**src/rtl/hdf_pkg.sv**
```systemverilog
// Shared types, constants and the CRC byte update for the HDLC deframer.
package hdf_pkg;

    localparam int MAX_FRAME_BYTES = 2048;
    localparam int BYTE_CNT_W      = $clog2(MAX_FRAME_BYTES);
    localparam int FRAME_LEN_W     = 11;
    localparam int EVENT_W         = 3;

    localparam logic [15:0] CRC_POLY   = 16'h8408;
    localparam logic [15:0] CRC_INIT   = 16'hFFFF;
    localparam logic [15:0] CRC_XOROUT = 16'hFFFF;

    localparam logic [2:0] STUFF_RUN = 3'd5;
    localparam logic [2:0] FLAG_RUN  = 3'd6;
    localparam logic [2:0] ABORT_RUN = 3'd7;
    localparam logic [2:0] LAST_BIT  = 3'd7;

    localparam logic [7:0] MIN_LENGTH_RESET = 8'd10;

    localparam logic [EVENT_W-1:0] EV_OCTET  = 3'd0;
    localparam logic [EVENT_W-1:0] EV_GOOD   = 3'd1;
    localparam logic [EVENT_W-1:0] EV_BADCRC = 3'd2;
    localparam logic [EVENT_W-1:0] EV_SHORT  = 3'd3;
    localparam logic [EVENT_W-1:0] EV_ABORT  = 3'd4;

    typedef struct packed {
        logic [EVENT_W-1:0]     event_res;
        logic [7:0]             octet;
        logic [FRAME_LEN_W-1:0] frame_length;
    } t_result;

    function automatic logic [15:0] crc_byte(input logic [15:0] crc_in,
                                             input logic [7:0]  data);
        logic [15:0] c;
        c = crc_in ^ {8'h00, data};
        for (int k = 0; k < 8; k++) begin
            c = c[0] ? ((c >> 1) ^ CRC_POLY) : (c >> 1);
        end
        return c;
    endfunction

endpackage

```
**src/rtl/hdlc_deframer_fcs_check.sv**
```systemverilog
// Top level of the HDLC deframer with CRC-16/X.25 frame check.
// One received line bit is taken per word, and a new bit can be taken in every cycle
// while the output is not stalled; each bit passes from the input register through one
// step of the deframer state to the result register, which presents its result word.
// A stalled output holds back the input. A bit yields at most one result word: an
// octet, or a frame verdict (good, bad CRC, too short) at a closing flag, or an abort
// after seven ones. Stuffed zeros and empty frames give no word. The minimum length
// register resets to 10 and should be written only while idle.
module hdlc_deframer_fcs_check (
    input  logic        i_clk,
    input  logic        i_rst_n,
    input  logic        i_cfg_we,
    input  logic [7:0]  i_cfg_wdata,
    input  logic        s_axis_tvalid,
    output logic        s_axis_tready,
    input  logic [7:0]  s_axis_tdata,   // [0] line_bit, [7:1] zero
    output logic        m_axis_tvalid,
    input  logic        m_axis_tready,
    output logic [23:0] m_axis_tdata,   // [7:0] octet, [18:8] frame_length, [23:19] zero
    output logic [2:0]  m_axis_tuser    // [2:0] event_res
);
    import hdf_pkg::*;

    logic    in_valid;
    logic    in_bit;
    logic    can_load;
    logic    take;
    logic    res_valid;
    t_result res;

    assign take = in_valid && can_load;

    hdf_in_reg u_in_reg (
        .i_clk         (i_clk),
        .i_rst_n       (i_rst_n),
        .s_axis_tvalid (s_axis_tvalid),
        .s_axis_tready (s_axis_tready),
        .s_axis_tdata  (s_axis_tdata),
        .i_take        (take),
        .o_valid       (in_valid),
        .o_bit         (in_bit)
    );

    hdf_core u_core (
        .i_clk       (i_clk),
        .i_rst_n     (i_rst_n),
        .i_cfg_we    (i_cfg_we),
        .i_cfg_wdata (i_cfg_wdata),
        .i_take      (take),
        .i_bit       (in_bit),
        .o_res_valid (res_valid),
        .o_res       (res)
    );

    hdf_out_reg u_out_reg (
        .i_clk         (i_clk),
        .i_rst_n       (i_rst_n),
        .i_load        (res_valid),
        .i_res         (res),
        .o_can_load    (can_load),
        .m_axis_tvalid (m_axis_tvalid),
        .m_axis_tready (m_axis_tready),
        .m_axis_tdata  (m_axis_tdata),
        .m_axis_tuser  (m_axis_tuser)
    );
endmodule

```
**src/rtl/hdf_in_reg.sv**
```systemverilog
// Input register that holds one received line bit for the deframer core.
module hdf_in_reg (
    input  logic       i_clk,
    input  logic       i_rst_n,
    input  logic       s_axis_tvalid,
    output logic       s_axis_tready,
    input  logic [7:0] s_axis_tdata,  // [0] line_bit, [7:1] zero
    input  logic       i_take,
    output logic       o_valid,
    output logic       o_bit
);
    logic r_valid;
    logic r_bit;

    assign s_axis_tready = !r_valid || i_take;
    assign o_valid       = r_valid;
    assign o_bit         = r_bit;

    always_ff @(posedge i_clk) begin
        if (!i_rst_n) begin
            r_valid <= 1'b0;
        end else if (s_axis_tvalid && s_axis_tready) begin
            r_valid <= 1'b1;
        end else if (i_take) begin
            r_valid <= 1'b0;
        end
    end

    always_ff @(posedge i_clk) begin
        if (s_axis_tvalid && s_axis_tready) begin
            r_bit <= s_axis_tdata[0];
        end
    end
endmodule

```
**src/rtl/hdf_core.sv**
```systemverilog
// Deframer state and one-bit step: destuffing, flag and abort detection, CRC check.
module hdf_core (
    input  logic            i_clk,
    input  logic            i_rst_n,
    input  logic            i_cfg_we,
    input  logic [7:0]      i_cfg_wdata,
    input  logic            i_take,
    input  logic            i_bit,
    output logic            o_res_valid,
    output hdf_pkg::t_result o_res
);
    import hdf_pkg::*;

    logic [2:0]            r_ones_run,    n_ones_run;
    logic [2:0]            r_bit_count,   n_bit_count;
    logic [7:0]            r_octet_shift, n_octet_shift;
    logic [BYTE_CNT_W-1:0] r_byte_count,  n_byte_count;
    logic [15:0]           r_crc,         n_crc;
    logic [15:0]           r_held,        n_held;
    logic [7:0]            r_min_length;

    logic [2:0]            v_ones;
    logic [2:0]            v_bits;
    logic [7:0]            v_shift;
    logic [BYTE_CNT_W-1:0] v_cnt;
    logic [15:0]           v_crc;
    logic [15:0]           v_held;
    logic [7:0]            v_new_shift;
    logic [BYTE_CNT_W:0]   v_cnt_inc;

    always_comb begin
        n_ones_run    = r_ones_run;
        n_bit_count   = r_bit_count;
        n_octet_shift = r_octet_shift;
        n_byte_count  = r_byte_count;
        n_crc         = r_crc;
        n_held        = r_held;
        o_res_valid   = 1'b0;
        o_res         = '0;
        v_ones        = i_bit ? (r_ones_run + 3'd1) : r_ones_run;
        v_bits        = r_bit_count;
        v_shift       = r_octet_shift;
        v_cnt         = r_byte_count;
        v_crc         = r_crc;
        v_held        = r_held;
        v_new_shift   = {i_bit, r_octet_shift[7:1]};
        v_cnt_inc     = '0;

        if (i_take) begin
            if (!i_bit && v_ones == STUFF_RUN) begin
                n_ones_run = 3'd0;
            end else if (!i_bit && v_ones == FLAG_RUN) begin
                if (r_byte_count != '0) begin
                    o_res_valid        = 1'b1;
                    o_res.frame_length = FRAME_LEN_W'(r_byte_count);
                    if (r_byte_count > BYTE_CNT_W'(r_min_length) &&
                        r_byte_count >= BYTE_CNT_W'(2)) begin
                        o_res.event_res = ((r_crc ^ CRC_XOROUT) == r_held) ? EV_GOOD
                                                                            : EV_BADCRC;
                    end else begin
                        o_res.event_res = EV_SHORT;
                    end
                end
                n_bit_count  = 3'd0;
                n_ones_run   = 3'd0;
                n_byte_count = '0;
                n_crc        = CRC_INIT;
                n_held       = '0;
            end else begin
                if (v_ones == ABORT_RUN) begin
                    o_res_valid        = 1'b1;
                    o_res.event_res    = EV_ABORT;
                    o_res.frame_length = FRAME_LEN_W'(r_byte_count);
                    v_ones  = 3'd0;
                    v_bits  = 3'd0;
                    v_shift = 8'h00;
                    v_cnt   = '0;
                    v_crc   = CRC_INIT;
                    v_held  = '0;
                end
                v_new_shift   = {i_bit, v_shift[7:1]};
                n_ones_run    = i_bit ? v_ones : 3'd0;
                n_octet_shift = v_new_shift;
                n_bit_count   = v_bits + 3'd1;
                n_byte_count  = v_cnt;
                n_crc         = v_crc;
                n_held        = v_held;
                if (v_bits == LAST_BIT) begin
                    if (v_cnt >= BYTE_CNT_W'(2)) begin
                        n_crc = crc_byte(v_crc, v_held[7:0]);
                    end
                    n_held             = {v_new_shift, v_held[15:8]};
                    v_cnt_inc          = {1'b0, v_cnt} + (BYTE_CNT_W + 1)'(1);
                    o_res_valid        = 1'b1;
                    o_res.event_res    = EV_OCTET;
                    o_res.octet        = v_new_shift;
                    o_res.frame_length = FRAME_LEN_W'(v_cnt_inc);
                    if (v_cnt_inc >= (BYTE_CNT_W + 1)'(MAX_FRAME_BYTES)) begin
                        n_byte_count = '0;
                        n_crc        = CRC_INIT;
                        n_held       = '0;
                    end else begin
                        n_byte_count = v_cnt_inc[BYTE_CNT_W-1:0];
                    end
                end
            end
        end
    end

    always_ff @(posedge i_clk) begin
        if (!i_rst_n) begin
            r_ones_run    <= 3'd0;
            r_bit_count   <= 3'd0;
            r_octet_shift <= 8'h00;
            r_byte_count  <= '0;
            r_crc         <= CRC_INIT;
            r_held        <= '0;
            r_min_length  <= MIN_LENGTH_RESET;
        end else begin
            r_ones_run    <= n_ones_run;
            r_bit_count   <= n_bit_count;
            r_octet_shift <= n_octet_shift;
            r_byte_count  <= n_byte_count;
            r_crc         <= n_crc;
            r_held        <= n_held;
            if (i_cfg_we) begin
                r_min_length <= i_cfg_wdata;
            end
        end
    end

    a_run_below_abort: assert property (@(posedge i_clk) disable iff (!i_rst_n)
        r_ones_run != ABORT_RUN)
        else $error("ones run counter holds the abort count");

    a_frame_end_clears: assert property (@(posedge i_clk) disable iff (!i_rst_n)
        (o_res_valid && o_res.event_res != EV_OCTET) |=>
        (r_crc == CRC_INIT && r_held == '0 && r_byte_count == '0))
        else $error("frame state not cleared after a frame end");

    a_octet_on_byte_edge: assert property (@(posedge i_clk) disable iff (!i_rst_n)
        (o_res_valid && o_res.event_res == EV_OCTET && o_res.frame_length != '0) |=>
        (r_bit_count == 3'd0 && r_held[15:8] == $past(o_res.octet)))
        else $error("octet event not aligned with the held octets");

    a_result_needs_take: assert property (@(posedge i_clk) disable iff (!i_rst_n)
        !i_take |-> !o_res_valid)
        else $error("result produced without a bit taken");
endmodule

```
**src/rtl/hdf_out_reg.sv**
```systemverilog
// Result register that drives the output stream of the deframer.
module hdf_out_reg (
    input  logic             i_clk,
    input  logic             i_rst_n,
    input  logic             i_load,
    input  hdf_pkg::t_result i_res,
    output logic             o_can_load,
    output logic             m_axis_tvalid,
    input  logic             m_axis_tready,
    output logic [23:0]      m_axis_tdata,  // [7:0] octet, [18:8] frame_length, [23:19] zero
    output logic [2:0]       m_axis_tuser   // [2:0] event_res
);
    import hdf_pkg::*;

    logic    r_valid;
    t_result r_res;

    assign o_can_load    = !r_valid || m_axis_tready;
    assign m_axis_tvalid = r_valid;
    assign m_axis_tdata  = {5'b00000, r_res.frame_length, r_res.octet};
    assign m_axis_tuser  = r_res.event_res;

    always_ff @(posedge i_clk) begin
        if (!i_rst_n) begin
            r_valid <= 1'b0;
        end else if (o_can_load) begin
            r_valid <= i_load;
        end
    end

    always_ff @(posedge i_clk) begin
        if (o_can_load && i_load) begin
            r_res <= i_res;
        end
    end
endmodule
```
**config.mk**
```make
export PLATFORM = sky130hd
export DESIGN_NAME = hdlc_deframer_fcs_check
export DESIGN_NICKNAME = d
export VERILOG_FILES = /design/src/rtl/hdf_pkg.sv /design/src/rtl/hdlc_deframer_fcs_check.sv /design/src/rtl/hdf_in_reg.sv /design/src/rtl/hdf_core.sv /design/src/rtl/hdf_out_reg.sv
export SDC_FILE = /design/constraint.sdc
export NUM_CORES = 1
export LEC_CHECK = 0
export ABC_CLOCK_PERIOD_IN_PS = 4200
export BUFFER_PORTS_ARGS = -buffer_cell sky130_fd_sc_hd__buf_2
export CORE_ASPECT_RATIO = 1.25
export CORE_MARGIN = 2
export CORE_UTILIZATION = 30
export CTS_CLUSTER_SIZE = 8
export DETAILED_ROUTE_END_ITERATION = 7
export GPL_TIMING_DRIVEN = 0
export MAX_ROUTING_LAYER = met4
export PLACE_DENSITY = 0.57
export SLEW_MARGIN = 25
export SYNTH_ARGS = -nofsm -noshare
export SYNTH_HDL_FRONTEND = slang
export SYNTH_SLANG_ARGS = --single-unit
```
**constraint.sdc**
```tcl
create_clock -name i_clk -period 4.2 [get_ports i_clk]
set_clock_uncertainty 0.2 [all_clocks]
set_input_delay 0 -clock i_clk [delete_from_list [all_inputs] [get_ports i_clk]]
set_output_delay 0 -clock i_clk [all_outputs]
set_load 0.005 [all_outputs]
```
==> qor.json, run 1 <==
{
  "result_of_the_run": "finished, final reports clean",
  "floorplan.core_area_sq_um": 14300,
  "dominantRegCellSynth": "dfxtp_1",
  "clock.fmax_mhz": 260,
  "filler_cell_count": 1469,
  "sequential_power_share": 0.509,
  "critical-path-max-stage-delay_ns": 0.43,
  "area_of_the_die_sq_um": 15600,
  "timing.hold.ws_ns": 0.0114,
  "tcrit_tclk_final": 0.916,
  "synth.avg_cell_area_sq_um": 9.69,
  "route.detailed.vias_per_inst": 5.22,
  "swShare": 0.236,
  "slew_violations": 0,
  "final_worst_slack_ns": 0.354,
  "clkLatencyLatePin_ns": 0.35,
  "clock_tree.buffer_depth": 2,
  "layout_commonest_cell": "dfxtp_1",
  "area_delta_synth_final_pct": 21.7,
  "final.setup.tns_ns": 0,
  "worst_hold_path.endpoint": "u_core.r_min_length[2]",
  "cp-start-kind": "register",
  "clock_tree_root_buffer_cell": "clkbuf_16",
  "first_pass_grt_wire_length_um": 18500,
  "worst_hold_path_type": "in -> reg",
  "worstHoldStart": "i_cfg_we",
  "p_leak_nw": 2.02,
  "synth_async_sr_flop_share": 0,
  "totalWireLength_um": 11200,
  "floorplan.rows": 49,
  "pin_count": 50,
  "detailedPlacementHpwl_um": 8090,
  "power_report.internal_total_w": 0.00133,
  "synthesis.instances": 452,
  "tritoncts": "done",
  "critical_path.reg2reg.startpoint": "u_core.r_ones_run[1]",
  "cp_cell_sequence": "ha_1 -> nand3b_1 -> or2_2 -> clkbuf_1 -> and3_1 -> ha_1 -> ha_2 -> o2111ai_2 -> nor4_2 -> buf_2 -> nand3_1 -> o22a_1",
  "worst-setup-path-type": "reg -> reg",
  "track_usage": 0.152,
  "die_h_um": 139,
  "num_vias": 3693,
  "tightest_slew_ns": 0.914,
  "path_common_cell": "ha_1",
  "drt_iter0_drc": 183,
  "final_period_minus_worst_setup_slack_ns": 3.85,
  "power_density_nw_per_um2": 328,
  "synth.yosys.seq_area_share": 0.460,
  "antenna_violating_nets_post_route": 0,
  "cts_max_level": 3,
  "route.detailed.wl_per_inst_um": 15.9,
  "cp.arrival_ns": 3.88,
  "grt.overflow.total": 0,
  "worstHoldPathCells": 3,
  "critical_path.reg2reg.endpoint": "u_core.r_crc[13]",
  "crit_required_ns": 4.24,
  "antenna_violations_before_repair": 0,
  "dr.pass1.iters": 5,
  "cts_buffers": 9,
  "final-hold-violation-count": 0,
  "power_after_layout_w": 0.00175,
  "placement.io_buffers": 36,
  "final-setup-viol-count": 0,
  "netlist_area_sq_um": 4380,
  "clk_pin_slew_worst_paths_ns": 0.07,
  "insertedDiodeCount": 0,
  "worst_path_max_delay_cell": "dfxtp_2",
  "worstSetupEndpointType": "register",
  "worst-r2r-cell-count": 12,
  "synth_edf_count": 23,
  "max_cap_check_violation_count": 0,
  "pre_cts_ws_ns": -0.265,
  "clkPwrFrac": 0.438,
  "drt_drc_violations_left": 0,
  "yosys_register_bits": 89,
  "fp.dieW_um": 112,
  "most_frequent_cells_in_the_layout": "65 x dfxtp_1, 40 x buf_2, 35 x nand2_1",
  "final_layout_size_suffix_gt1_frac": 0.163,
  "p_comb_frac": 0.054,
  "grt_max_degree": 24,
  "effective_utilization_at_floorplan": 0.305,
  "final_nets": 557,
  "total_switching_power_w": 0.000412,
  "timing.slew.headroom": 0.385,
  "clock_sink_count": 89,
  "vdd_ir_drop_max_uv": 149,
  "ys_warn_count": 0,
  "rsz0062_at_grt": "no",
  "gp_congestion": 0.833,
  "rrSetupSlack_ns": 0.35,
  "synth.distinct_cells": 62,
  "timing.critical_path.fanout_max": 10,
  "grt_pass1_vias": 3599
}
worst max-delay path, delay by kind of cell (launching register included):
| family | cells | cell delay (ns) |
|---|---|---|
| flops | 1 | 0.43 |
| compound gates | 2 | 0.53 |
| fa+ha+maj | 3 | 0.80 |
| buf+inv | 2 | 0.60 |
| simple gates | 5 | 1.16 |
power groups by stage:
stage                     Sequential [W]  Combinational (W)  Clock, W
after CTS                       0.000888          0.0000932  0.000777
after floorplan                 0.000906          0.0000528         0
final                           0.000888          0.0000938  0.000764
after global routing            0.000888           0.000103  0.000812
after global placement          0.000907          0.0000723         0
after detailed placement        0.000907          0.0000751         0
how the worst max path moves through the flow:
stage | slack, ns | cells after the start | to | start
6_report | 0.35 | 12 | u_core.r_crc[13] | u_core.r_ones_run[1]
5_1_grt | 0.13 | 12 | u_core.r_crc[13] | u_core.r_ones_run[1]
4_1_cts | 0.15 | 12 | u_core.r_crc[13] | u_core.r_ones_run[1]
3_5_place_dp | -0.27 | 12 | u_out_reg.m_axis_tdata[18] | u_core.r_ones_run[1]
3_3_place_gp | -0.68 | 9 | u_out_reg.m_axis_tdata[2] | u_core.r_ones_run[1]
2_1_floorplan | 0.40 | 9 | u_out_reg.m_axis_tdata[0] | u_core.r_ones_run[1]
routing by layer:
| layer | part of all wire | up-vias | GRT usage |
|---|---|---|---|
| li1 | - | 1793 | - |
| met1 | 0.42 | 1774 | 0.173 |
| met2 | 0.51 | 100 | 0.259 |
| met3 | 0.039 | 26 | 0.0267 |
| met4 | 0.030 | 0 | 0.0700 |
| met5 | 0 | - | - |
flip-flops by register name, indices dropped and copies added, names as in the netlist:
signal,count
u_core.r_held,16
u_out_reg.m_axis_tuser,3
u_out_reg.m_axis_tdata,19
u_out_reg.m_axis_tvalid,1
u_in_reg.o_valid,1
u_core.r_bit_count,3
u_core.r_ones_run,3
u_core.r_crc,16
u_core.r_byte_count,11
u_core.r_min_length,8
u_core.r_octet_shift,7
u_in_reg.o_bit,1
synth_stat cells (5+ instances only):
cell type,number,area share
dfxtp_1,66,0.30
nand2_1,35,0.030
nor2_1,34,0.029
xnor2_1,28,0.056
nand3_1,26,0.030
edfxtp_1,23,0.16
a21oi_1,20,0.023
a22oi_1,19,0.033
inv_1,14,0.012
clkbuf_1,13,0.011
ha_1,12,0.034
a2bb2oi_1,11,0.022
and2_1,10,0.014
o21ai_0,10,0.011
nand4_1,8,0.011
or3_1,8,0.011
and3_1,7,0.010
nor4_1,7,0.010
buf_4,6,0.010
mux2i_1,6,0.014
nor2b_1,6,0.0086
xor2_1,6,0.012
a31oi_1,5,0.0071
nor3_1,5,0.0057
o22a_1,5,0.010
kinds of logic (layout without fill, tap and decap cells):
| kind of cell | Yosys count | in the layout | synth area share |
|---|---|---|---|
| and+or+nand+nor | 169 | 169 | 0.203 |
| AOI/OAI and AO/OA | 100 | 100 | 0.174 |
| DFF | 89 | 89 | 0.460 |
| buffers and inverters | 41 | 114 | 0.0466 |
| xor gates and xnor gates | 34 | 34 | 0.0680 |
| adders and majority gates | 12 | 12 | 0.0343 |
| muxes | 6 | 6 | 0.0137 |
| other | 1 | 5 | 0.000857 |
what timing repair did:
item                       4_1_cts  5_1_grt
hold buffers                    22        0
hold endpoints to repair        13        0
setup endpoints to repair       38       18
resized for setup                3        3
cloned                           0        0
setup buffers                    0        0
metrics by stage:
stage / instance area (sq um) / utilization / instances
finish: 5330 / 0.371 / 707
CTS: 5310 / 0.370 / 707
detailed placement: 4800 / 0.335 / 670
global route: 5330 / 0.371 / 707
floorplan: 4390 / - / 456
global placement: 4800 / 0.334 / 670
area by class of cell:
type                    count  area [sq um]  area share
inverters                  14          52.6     0.00986
multi-input cells         326          2210       0.415
clock inverters             7          56.3      0.0106
flip-flops and latches     89          2010       0.378
repair buffers             58           400      0.0752
clock buffers               9           225      0.0423
plain buffers              26           148      0.0277
well taps                 178           223      0.0418
(Power assumes the default switching activity.)
==> run 2: changes to the inputs <==
Settings changed: ABC_AREA set to 1, PLACE_DENSITY 0.57 to 0.56.
==> run 2 against run 1 <==
- flip-flop and latch count unchanged
- utilization down 0.43 points
- combinational power up 130%
- power up 12%
- count of clock-buffer cells in the layout up 1
- via count up 28%
- clock power up 6.4%
- final area up 15%
- worst hold slack better by 0.022 ns
- critical path depth up 6
- final cell count up 38%
==> qor.json, run 2 <==
{
  "effective_utilization_at_floorplan": {"value": 0.303, "change": "-0.00245"},
  "cp-start-kind": "register",
  "grt_max_degree": {"value": 24, "change": "unchanged"},
  "netlist_area": {"value": 5040, "unit": "sq um", "change": "+15%"},
  "layout_commonest_cell": "nand2_1",
  "power_report.internal_total": {"value": 0.00147, "unit": "W", "change": "+10%"},
  "swShare": {"value": 0.250, "change": "+0.0144"},
  "post-route-util": {"value": 0.367, "change": "-0.00430"},
  "synth_async_sr_flop_share": {"value": 0, "change": "unchanged"},
  "p_comb_frac": {"value": 0.111, "change": "+0.057"},
  "first_pass_grt_wire_length": {"value": 23400, "unit": "um", "change": "+27%"},
  "synth.distinct_cells": {"value": 43, "change": "-31%"},
  "cts_max_level": {"value": 3, "change": "unchanged"},
  "synthesis.instances": {"value": 673, "change": "+49%"},
  "tritoncts": "done",
  "grt.overflow.total": {"value": 0, "change": "unchanged"},
  "rsz0062_at_grt": "no",
  "final-setup-viol-count": {"value": 0, "change": "unchanged"},
  "synth.yosys.seq_area_share": {"value": 0.399, "change": "-0.0603"},
  "clock.fmax": {"value": 250, "unit": "MHz", "change": "-4.0%"},
  "instances_no_fill": {"value": 978, "change": "+38%"},
  "tightest_slew": {"value": 0.729, "unit": "ns", "change": "-0.185 ns"},
  "floorplan.rows": {"value": 53, "change": "+8.2%"},
  "drt_iter0_drc": {"value": 313, "change": "+71%"},
  "largest_register_ffs": {"value": 19, "change": "unchanged"},
  "synthTopCellsByCount": "177 x nand2_1, 77 x a21oi_1, 66 x dfxtp_1",
  "floorplan.core_area": {"value": 16600, "unit": "sq um", "change": "+16%"},
  "final_nets": {"value": 786, "change": "+41%"},
  "synth.most_common_cell": "nand2_1",
  "yosys_register_bits": {"value": 89, "change": "unchanged"},
  "area_delta_synth_final_pct": 21.3,
  "detailedPlacementHpwl": {"value": 10800, "unit": "um", "change": "+33%"},
  "final_period_minus_worst_setup_slack": {"value": 4.01, "unit": "ns", "change": "+0.160 ns"},
  "critical-path-max-stage-delay": {"value": 0.36, "unit": "ns", "change": "-0.07 ns"},
  "sequential_power_share": {"value": 0.474, "change": "-0.035"},
  "crit_required": {"value": 4.16, "unit": "ns", "change": "-0.08 ns"},
  "synth.avg_cell_area": {"value": 7.49, "unit": "sq um", "change": "-23%"},
  "post-route-cell-area": {"value": 6110, "unit": "sq um", "change": "+15%"},
  "final_layout_size_suffix_gt1_frac": {"value": 0.156, "change": "-0.00690"},
  "result_of_the_run": "finished, final reports clean",
  "totalWireLength": {"value": 14600, "unit": "um", "change": "+30%"},
  "clock_tree.buffer_depth": {"value": 2, "change": "unchanged"},
  "most_frequent_cells_in_the_layout": "177 x nand2_1, 77 x a21oi_1, 66 x dfxtp_1",
  "dominantRegCellSynth": "dfxtp_1",
  "clock_sink_count": {"value": 89, "change": "unchanged"},
  "p_leak": {"value": 2.44, "unit": "nW", "change": "+21%"},
  "cp_cell_sequence": "ha_1 -> nand3_1 -> nand2_1 -> nand2_4 -> inv_2 -> buf_2 -> buf_4 -> nor2_1 -> ha_1 -> ha_1 -> clkbuf_4 -> clkinvlp_4 -> nand2_1 -> nand2_1 -> nand2_1 -> inv_1 -> o21ai_0 -> o21ai_0",
  "max_cap_check_violation_count": {"value": 0, "change": "unchanged"},
  "total_switching_power": {"value": 0.000490, "unit": "W", "change": "+19%"},
  "final-hold-violation-count": {"value": 0, "change": "unchanged"},
  "post-synth-top-area-fraction": {"value": 0.262, "change": "-0.0396"},
  "antenna_violations_before_repair": {"value": 0, "change": "unchanged"},
  "worst_path_max_delay_cell": "dfxtp_1",
  "timing.hold.ws": {"value": 0.0333, "unit": "ns", "change": "+0.0219 ns"},
  "worstSetupEndpointType": "register",
  "slew_violations": {"value": 0, "change": "unchanged"},
  "placement.io_buffers": {"value": 37, "change": "+2.8%"},
  "grt_pass1_vias": {"value": 4550, "change": "+26%"},
  "worst_hold_path_type": "in -> reg",
  "insertedDiodeCount": {"value": 0, "change": "unchanged"},
  "antenna_violating_nets_post_route": {"value": 0, "change": "unchanged"},
  "power_density": {"value": 321, "unit": "nW/um^2", "change": "-2.1%"},
  "die_h": {"value": 149, "unit": "um", "change": "+7.1%"},
  "yosys.area.top_type": "dfxtp_1",
  "timing.critical_path.fanout_max": {"value": 10, "change": "unchanged"},
  "route.detailed.wl_per_inst": {"value": 14.9, "unit": "um", "change": "-5.9%"},
  "tcrit_tclk_final": {"value": 0.954, "change": "+0.0380"},
  "filler_cell_count": {"value": 1719, "change": "+17%"},
  "dpl_cell_area": {"value": 5540, "unit": "sq um", "change": "+15%"},
  "clock_tree_root_buffer_cell": "clkbuf_16",
  "cp.arrival": {"value": 3.97, "unit": "ns", "change": "+0.09 ns"},
  "num_vias": {"value": 4716, "change": "+28%"},
  "worst-setup-path-type": "reg -> reg",
  "route.detailed.vias_per_inst": {"value": 4.82, "change": "-7.7%"},
  "critical_path_buffer_and_inverter_count": {"value": 6, "change": "+4"},
  "synth_edf_count": {"value": 23, "change": "unchanged"},
  "dr.pass1.iters": {"value": 5, "change": "unchanged"},
  "synthTopCellsByArea": "dfxtp_1 26%, edfxtp_1 14%, nand2_1 13%",
  "cts_buffers": {"value": 9, "change": "unchanged"},
  "critPathTopFamily": "buffers and inverters",
  "track_usage": {"value": 0.173, "change": "+0.0216"},
  "clkLatencyLatePin": {"value": 0.34, "unit": "ns", "change": "about the same"},
  "drt_drc_violations_left": {"value": 0, "change": "unchanged"},
  "power_after_layout": {"value": 0.00196, "unit": "W", "change": "+12%"},
  "area_of_the_die": {"value": 17900, "unit": "sq um", "change": "+15%"},
  "gp_congestion": {"value": 0.919, "change": "+10%"},
  "clk_pin_slew_worst_paths": {"value": 0.07, "unit": "ns", "change": "about the same"},
  "dp_cells": {"value": 935, "change": "+40%"},
  "timing.slew.headroom": {"value": 0.514, "change": "+0.129"},
  "fp.dieW": {"value": 120, "unit": "um", "change": "+7.0%"},
  "clkPwrFrac": {"value": 0.415, "change": "-0.023"},
  "pin_count": {"value": 50, "change": "unchanged"},
  "vdd_ir_drop_max": {"value": 190, "unit": "uV", "change": "+27%"},
  "ys_warn_count": {"value": 0, "change": "unchanged"},
  "path_common_cell": "nand2_1"
}
[run 2: changes by cell type in the layout (fill, tap and decap cells not counted), sizes merged, moves of 13 or more]
| cell | delta |
|---|---|
| nor2 | +20 |
| a21oi | +57 |
| a22oi | -19 |
| inv | +44 |
| nand2 | +150 |
| o21ai | +13 |
| nand3 | +26 |
| buf | +16 |
[run 2: cells by family after synthesis]
| group | count (synthesis) | share of synthesized area |
|---|---|---|
| AOI/OAI and AO/OA | 124 | 0.136 |
| xor gates and xnor gates | 21 | 0.0365 |
| adders and majority gates | 12 | 0.0298 |
| buffers and inverters | 96 | 0.0939 |
| DFF | 89 | 0.399 |
| other | 1 | 0.000744 |
| and+or+nand+nor | 330 | 0.303 |
[run 2: power groups by stage]
stage,clock (W),combinational (W),sequential (W)
global placement,0,0.000193,0.000949
global route,0.000863,0.000247,0.000932
floorplan,0,0.000141,0.000945
detailed placement,0,0.000197,0.000949
CTS,0.000829,0.000217,0.000929
finish,0.000813,0.000217,0.000930
[run 2: metal layers]
layer | vias to the layer above | routed length, um | global-route usage
li1 | 2385 | - | -
met1 | 2190 | 6200 | 0.194
met2 | 115 | 7470 | 0.311
met3 | 26 | 490 | 0.0206
met4 | 0 | 441 | 0.0706
met5 | - | 0 | -
[run 2: path summary, 6_finish.rpt]
check	startpoint	endpoint	slack (ns)	depth (start not counted)
setup / recovery	u_core.r_ones_run[1]	u_out_reg.m_axis_tdata[9]	0.19	18
hold / removal	i_cfg_we	u_core.r_min_length[4]	0.03	4
setup reg to reg	u_core.r_ones_run[1]	u_out_reg.m_axis_tdata[9]	0.19	18
hold reg to reg	u_core.r_octet_shift[2]	u_core.r_octet_shift[2]	0.26	2
[run 2: what timing repair did]
| item | 4_1_cts | 5_1_grt |
|---|---|---|
| hold endpoints to repair | 16 | 0 |
| gates resized for setup | 2 | 1 |
| buffers inserted | 0 | 3 |
| hold buffers | 24 | 0 |
| pin swaps | 0 | 0 |
| setup endpoints to repair | 3 | 3 |
[run 2: cell type report]
cell class	instances	area, sq um	share of cell area
multi-input combinational	492	2580	0.422
buffer	37	254	0.0416
tap	220	275	0.0451
timing repair buffer	65	468	0.0766
sequential	89	2010	0.329
clock buffer	10	229	0.0375
inverter	59	228	0.0373
clock inverter	6	67.6	0.0111
[run 2: worst register-to-register path, delay by kind of cell (launching register included)]
kind	cells	cell delay [ns]
AOI/OAI and AO/OA	2	0.54
adders and majority gates	3	0.68
buffers and inverters	6	1.28
DFF	1	0.36
and+or+nand+nor	7	0.78
[run 2: through the flow]
stage,setup WS (ns),setup TNS [ns]
floorplan,0.399,0
global placement,-0.805,-18.63
detailed placement,-0.118,-0.138
CTS,0.0474,0
global route,0.0358,0
finish,0.194,0
